--- config.mk ---
export PLATFORM = sky130hd
export DESIGN_NAME = rsi_divider
export DESIGN_NICKNAME = d
export VERILOG_FILES = /design/src/hdl/rsi_divider.sv
export SDC_FILE = /design/constraint.sdc
export NUM_CORES = 1
export LEC_CHECK = 0
export BUFFER_PORTS_ARGS = -buffer_cell sky130_fd_sc_hd__buf_2
export CORE_ASPECT_RATIO = 1.5
export CORE_MARGIN = 10
export CORE_UTILIZATION = 40
export DETAILED_ROUTE_END_ITERATION = 6
export PLACE_DENSITY = 0.68
export SYNTH_ARGS = -nofsm -noshare
export SYNTH_HDL_FRONTEND = slang
export SYNTH_SLANG_ARGS = --single-unit
--- constraint.sdc ---
create_clock -name clk -period 2.35 [get_ports clk]
set_clock_uncertainty 0.2 [all_clocks]
set_input_delay 0.47 -clock clk [delete_from_list [all_inputs] [get_ports clk]]
set_output_delay 0.47 -clock clk [all_outputs]
set_load 0.02 [all_outputs]
--- src/hdl/rsi_divider.sv ---
// Iterative restoring divider, one quotient bit per cycle.
`default_nettype none
module rsi_divider #(
  parameter int DIVIDEND_BITS = 25,
  parameter int DIVISOR_BITS  = 5
) (
  input  logic                     clk,
  input  logic                     rst,
  input  logic                     start,
  input  logic [DIVIDEND_BITS-1:0] dividend,
  input  logic [DIVISOR_BITS-1:0]  divisor,
  output logic                     done,
  output logic [DIVIDEND_BITS-1:0] quotient,
  output logic [DIVISOR_BITS-1:0]  remainder
);

  localparam int CNT_BITS = $clog2(DIVIDEND_BITS + 1);

  logic                     busy;
  logic [CNT_BITS-1:0]      count;
  logic [DIVIDEND_BITS-1:0] quot;
  logic [DIVISOR_BITS-1:0]  rem;
  logic [DIVISOR_BITS-1:0]  dvs;
  logic [DIVISOR_BITS:0]    trial;
  logic                     fits;

  assign trial = {rem, quot[DIVIDEND_BITS-1]};
  assign fits  = trial >= {1'b0, dvs};

  always_ff @(posedge clk) begin
    if (rst) begin
      busy  <= 1'b0;
      done  <= 1'b0;
      count <= '0;
    end else begin
      done <= 1'b0;
      if (start) begin
        busy  <= 1'b1;
        count <= CNT_BITS'(DIVIDEND_BITS);
      end else if (busy) begin
        count <= count - 1'b1;
        if (count == CNT_BITS'(1)) begin
          busy <= 1'b0;
          done <= 1'b1;
        end
      end
    end
  end

  always_ff @(posedge clk) begin
    if (start) begin
      quot <= dividend;
      rem  <= '0;
      dvs  <= divisor;
    end else if (busy) begin
      quot <= {quot[DIVIDEND_BITS-2:0], fits};
      rem  <= fits ? DIVISOR_BITS'(trial - {1'b0, dvs}) : trial[DIVISOR_BITS-1:0];
    end
  end

  assign quotient  = quot;
  assign remainder = rem;

endmodule
`default_nettype wire

---- Word level (Yosys, flattened, before mapping) ----
Cells that the tools add are included.
cells by class
  bitwise gates (word level) .............. 1
  $add $sub $neg .......................... 2
  muxes and demuxes ....................... 9
  order comparisons ....................... 1
  equal/unequal tests ..................... 1
  reductions and logical operators ........ 3
operator list
  kind                                              count
  2-to-1 mux 25 bit                                 2
  2-to-1 mux 5 bit                                  3
  >= comparator 6 x 5 -> 1 bit                      1
  == test 5 x 1 -> 1 bit, second input constant     1
  subtractor 5 x 1 -> 5 bit, second input constant  1
  subtractor 5 bit                                  1
  2-to-1 mux 1 bit                                  4
  OR reduction 3 bit                                1
  nonzero test 2 bit                                1
  OR reduction 2 bit                                1
  NOT 1 bit                                         1
word-level totals
  flip-flop bits (word level) ............. 42

---- Logic depth before layout (Yosys ltp) ----
  depth in word-level cells ............... 4
  depth in mapped cells ................... 8
  mapped depth without buffers ............ 8

---- Worst setup path before layout ----
OpenSTA, ideal clock, no wires.
  kind .................................... flip-flop to flip-flop
  from .................................... reg quot[24] (netlist: quotient[24])
  to ...................................... reg quot[0] (netlist: quotient[0]), data pin
  stages on the path, launching flop included .. 9
  setup slack ............................. 17 ps
  data arrival time ....................... 1864 ps
  buffers on the path ..................... 0
  library setup time ...................... 269 ps
  required time ........................... 1881 ps
  cells stage by stage .................... edfxtp_1 > inv_1 > ha_1 > inv_1 > fa_1 > a21o_1 > o211ai_4 > and2_4 > a21oi_1
on the way
  longest elaborated chain between the ends .. 3
ends and longest elaborated chain
  item                          RTL line  text
  start, declared               21        logic [DIVIDEND_BITS-1:0] quot;
  start signal, assigned        52        quot <= dividend;
  start signal, assigned        56        quot <= {quot[DIVIDEND_BITS-2:0], fits};
  >= comparator 6 x 5 -> 1 bit  28        assign fits = trial >= {1'b0, dvs};
  2-to-1 mux 25 bit             55        end else if (busy) begin
  2-to-1 mux 25 bit             51        if (start) begin
Every way passes these cells. The select of a mux whose other input is x is not followed.
A chain may end at the register's enable or synchronous reset.

---- Final worst setup path ----
Same ends and word-level chain as after synthesis.

==> summary by stage <==
Run
The number of max-cap violations is 0.

Critical path
The startpoint type of the worst setup path is a flop. The critical path class is flop to flop. The critical-path maximum fanout is 6. The arrival time of the worst setup path is 2.12 ns.

The worst setup path is captured at a flop. Data on the critical path is required at its endpoint by 2.20 ns.

STA
The final period demand of the worst path is 2.271 ns. Setup violations remaining at the end of the flow were counted as 0. The setup TNS is 0 ns. The count of pins over their slew limit is 0. Measured against its own limit, the worst slew margin works out to 67.75%. The count of endpoints failing hold in the final timing report came to 0. The highest attainable clock frequency is 440.3 MHz. Setup repair after global routing could not meet its margin everywhere. Across all setup checks in the final design, the least slack found is 0.07859 ns.

In the finished design, the share of the clock period the worst path needs comes to 96.66%. At the pin with the least slew margin, the transition time is 0.4829 ns.

Power and ir drop
The analysis attributes to cell leakage a power of 1.096 nW. The power after layout is 1.906 mW. The worst-case IR drop observed on VDD is 456.0 uV. The power density over the cells is 743.1 nW/um^2.

Detailed routing
The detailed-router iteration count before antenna repair is 4. The post-detailed-route count of antenna-violating nets is 0. For this run, design rule violations remaining after detail routing come to 0. The via total after detailed routing is 1397. Dividing the detail-routed via count by the number of cells gives 4.885. Summed over all layers, the routed wires come to 4.367 mm. After detailed routing, the average wire length per cell comes to 15.27 um. The DRC marker count from the first detailed-route iteration is 71.

CTS
TritonCTS built the clock tree. Clock-pin slew was measured on the worst setup and hold paths at 0.08 ns. The number of H-tree levels is 2. The clock net in this run drives a total of 42 sinks. Hold repair after CTS inserted 0 buffers. The clock network latency to the later pin of the worst-skew pair is 0.29 ns. The clock passes through at most 2 buffers. The tree is rooted in a sky130_fd_sc_hd__clkbuf_8. Counting the buffers created by CTS gives 5.

Synth
The number of distinct library cells after synthesis is 38. The synthesized area per cell is 13.66 um^2. The synthesis warning total is 0.

Synthesis produced a netlist with a net count of 188. Summing the sequential cell areas from Yosys gives 56.82% of the chip area. Synthesis produced 147 cells.

The post-synthesis instance area is 2008 um^2. The flip-flop and latch count after synthesis is 42.

Status
The flow ran to the end, and the final reports show no timing, DRC or antenna violations.

Floorplanning
64 I/O pins were placed. The die covers 8313 um^2. The starting density of the core is 41.42%.

After floorplanning, the core was sized to cover 4848 um^2. The initialized floorplan defines 31 standard-cell rows. The die is 77.85 um wide. From bottom edge to top edge, the die measures 106.8 um.

Place
Routability-driven placement finished with a final weighted congestion of 0.8341. At the placement stage, the worst setup path has a slack of 0.06317 ns. In this run the tool buffered the top-level ports with 63 buffer cells. The half-perimeter wire length after placement is 3.392 mm.

Layout
The fraction of layout instances using a drive strength above 1 is 53.64%. The area growth from synthesis to final layout is 27.73%. The core utilization of the finished layout is 52.90%. The final net count is 260.

The number of antenna diodes in the final layout is 0.

Global route
The maximum number of pins on one net before global-route repair is 25. The wire length of the first global-routing pass is 7.300 mm. The global-route total usage across every layer is 10.67%. The number of antenna violations at the first check in global routing was 0. The number of global-route vias before repair is 1577. For this run the aggregate overflow at the end of global routing stands at 0.

Worst hold path
The tightest min-delay check is of the input pin to flop type.
per-stage QoR:
| step | cell area, um^2 | hold slack (ns) | instances |
|---|---|---|---|
| detailed placement | 2432 | 0.3139 | 276 |
| floorplan | 2008 | 0.2838 | 147 |
| global route | 2565 | 0.1347 | 286 |
| finish | 2565 | 0.1494 | 286 |
| global placement | 2432 | 0.3043 | 276 |
| CTS | 2541 | 0.1429 | 284 |
cell usage in the layout, fill, tap and decap left out, types with 2 or more instances in the layout:
cell type                  Yosys  routed
sky130_fd_sc_hd__a21oi_1       6       5
sky130_fd_sc_hd__a311oi_2      2       2
sky130_fd_sc_hd__and3_1        3       3
sky130_fd_sc_hd__buf_2         4      63
sky130_fd_sc_hd__buf_4         0       6
sky130_fd_sc_hd__clkbuf_8      0       5
sky130_fd_sc_hd__clkinv_2      0       2
sky130_fd_sc_hd__dfxtp_1      12      12
sky130_fd_sc_hd__edfxtp_1     30      30
sky130_fd_sc_hd__ha_1          7       6
sky130_fd_sc_hd__inv_1        13      12
sky130_fd_sc_hd__mux2_2       24      24
sky130_fd_sc_hd__nand2_1       4       4
sky130_fd_sc_hd__nand3_1       2       2
sky130_fd_sc_hd__nor2_1        5       5
sky130_fd_sc_hd__nor3_1        3       3
sky130_fd_sc_hd__nor4b_1       2       2
sky130_fd_sc_hd__o21ai_0       3       3
sky130_fd_sc_hd__xnor2_1       5       5
layer usage:
layer,wire length (um),vias to the layer above,GRT usage [%]
met4,31,0,2.749
met3,464,6,5.853
li1,-,689,-
met1,1692,654,11.77
met5,0,-,0
met2,2178,48,17.42
cell families after synthesis:
| kind of cell | after synthesis | share of synthesized area (%) |
|---|---|---|
| AOI/OAI and AO/OA | 24 | 10.90 |
| xor gates and xnor gates | 6 | 2.617 |
| adders and majority gates | 8 | 5.358 |
| buffers and inverters | 18 | 3.614 |
| DFF | 42 | 56.82 |
| muxes | 24 | 13.46 |
| and+or+nand+nor | 25 | 7.228 |
final cells by class:
class                           instances  area (um^2)
Clock inverter                          3        40.04
Clock buffer                            5        68.82
Fill cell                             463         2283
Tap cell                               66        82.58
Inverter                               13        48.80
Timing Repair Buffer                   70        380.4
Multi-Input combinational cell         87        803.3
Sequential cell                        42         1141
timing repair:
action | CTS | global route
gates resized for setup | 0 | 4
hold endpoints to repair | 0 | 0
setup buffers | 0 | 2
setup endpoints to repair | 0 | 1
final timing paths:
path                     start          end  slack, ns  depth (start not counted)
hold / removal      divisor[2]       dvs[2]       0.15                          1
setup / recovery  quotient[24]  quotient[0]       0.08                          8
hold reg to reg       count[1]     count[1]       0.33                          2
setup reg to reg  quotient[24]  quotient[0]       0.08                          8
flip-flops by register name, summed over array words and instances, names as in the netlist:
name,flops
done,1
quotient,25
dvs,5
count,5
busy,1
remainder,5
worst max-delay path, stage by stage (launching register included):
cell and delay [ns]:
sky130_fd_sc_hd__edfxtp_1 0.39, sky130_fd_sc_hd__inv_1 0.07, sky130_fd_sc_hd__ha_2 0.17, sky130_fd_sc_hd__inv_2 0.04
sky130_fd_sc_hd__fa_2 0.35, sky130_fd_sc_hd__a21o_1 0.23, sky130_fd_sc_hd__o211ai_4 0.27, sky130_fd_sc_hd__and2_4 0.24
sky130_fd_sc_hd__a21oi_2 0.06
synth_stat cells, drive strengths merged:
cell	count	share of area, %
a211oi	2	1.0
and2	1	0.44
mux2	24	13
o211ai	1	1.1
a2111oi	1	0.44
nand3b	1	0.37
nor3	3	0.75
inv	13	2.4
nor2	5	0.93
a22oi	1	0.37
ha	7	4.4
xnor2	5	2.2
nor4b	2	0.87
nor2b	1	0.31
o311ai	1	1.3
nand3	3	1.0
fa	1	1.0
nand2	4	0.75
a21o	2	0.81
a311oi	2	1.5
a31o	1	0.44
a211o	1	0.50
o21ai	3	0.75
xor2	1	0.44
a31oi	1	0.31
buf	4	1.0
o31ai	1	0.62
o22ai	1	0.31
edfxtp	30	45
and3	4	1.5
clkbuf	1	0.19
nor4	1	0.31
a21oi	6	1.5
dfxtp	12	12
where the power goes:
group / internal, mW / switching (mW) / total [mW]
sequential: 0.879 / 0.0452 / 0.924
clock: 0.313 / 0.248 / 0.560
combinational: 0.188 / 0.234 / 0.422
total: 1.38 / 0.526 / 1.91
(Power assumes the default switching activity.)
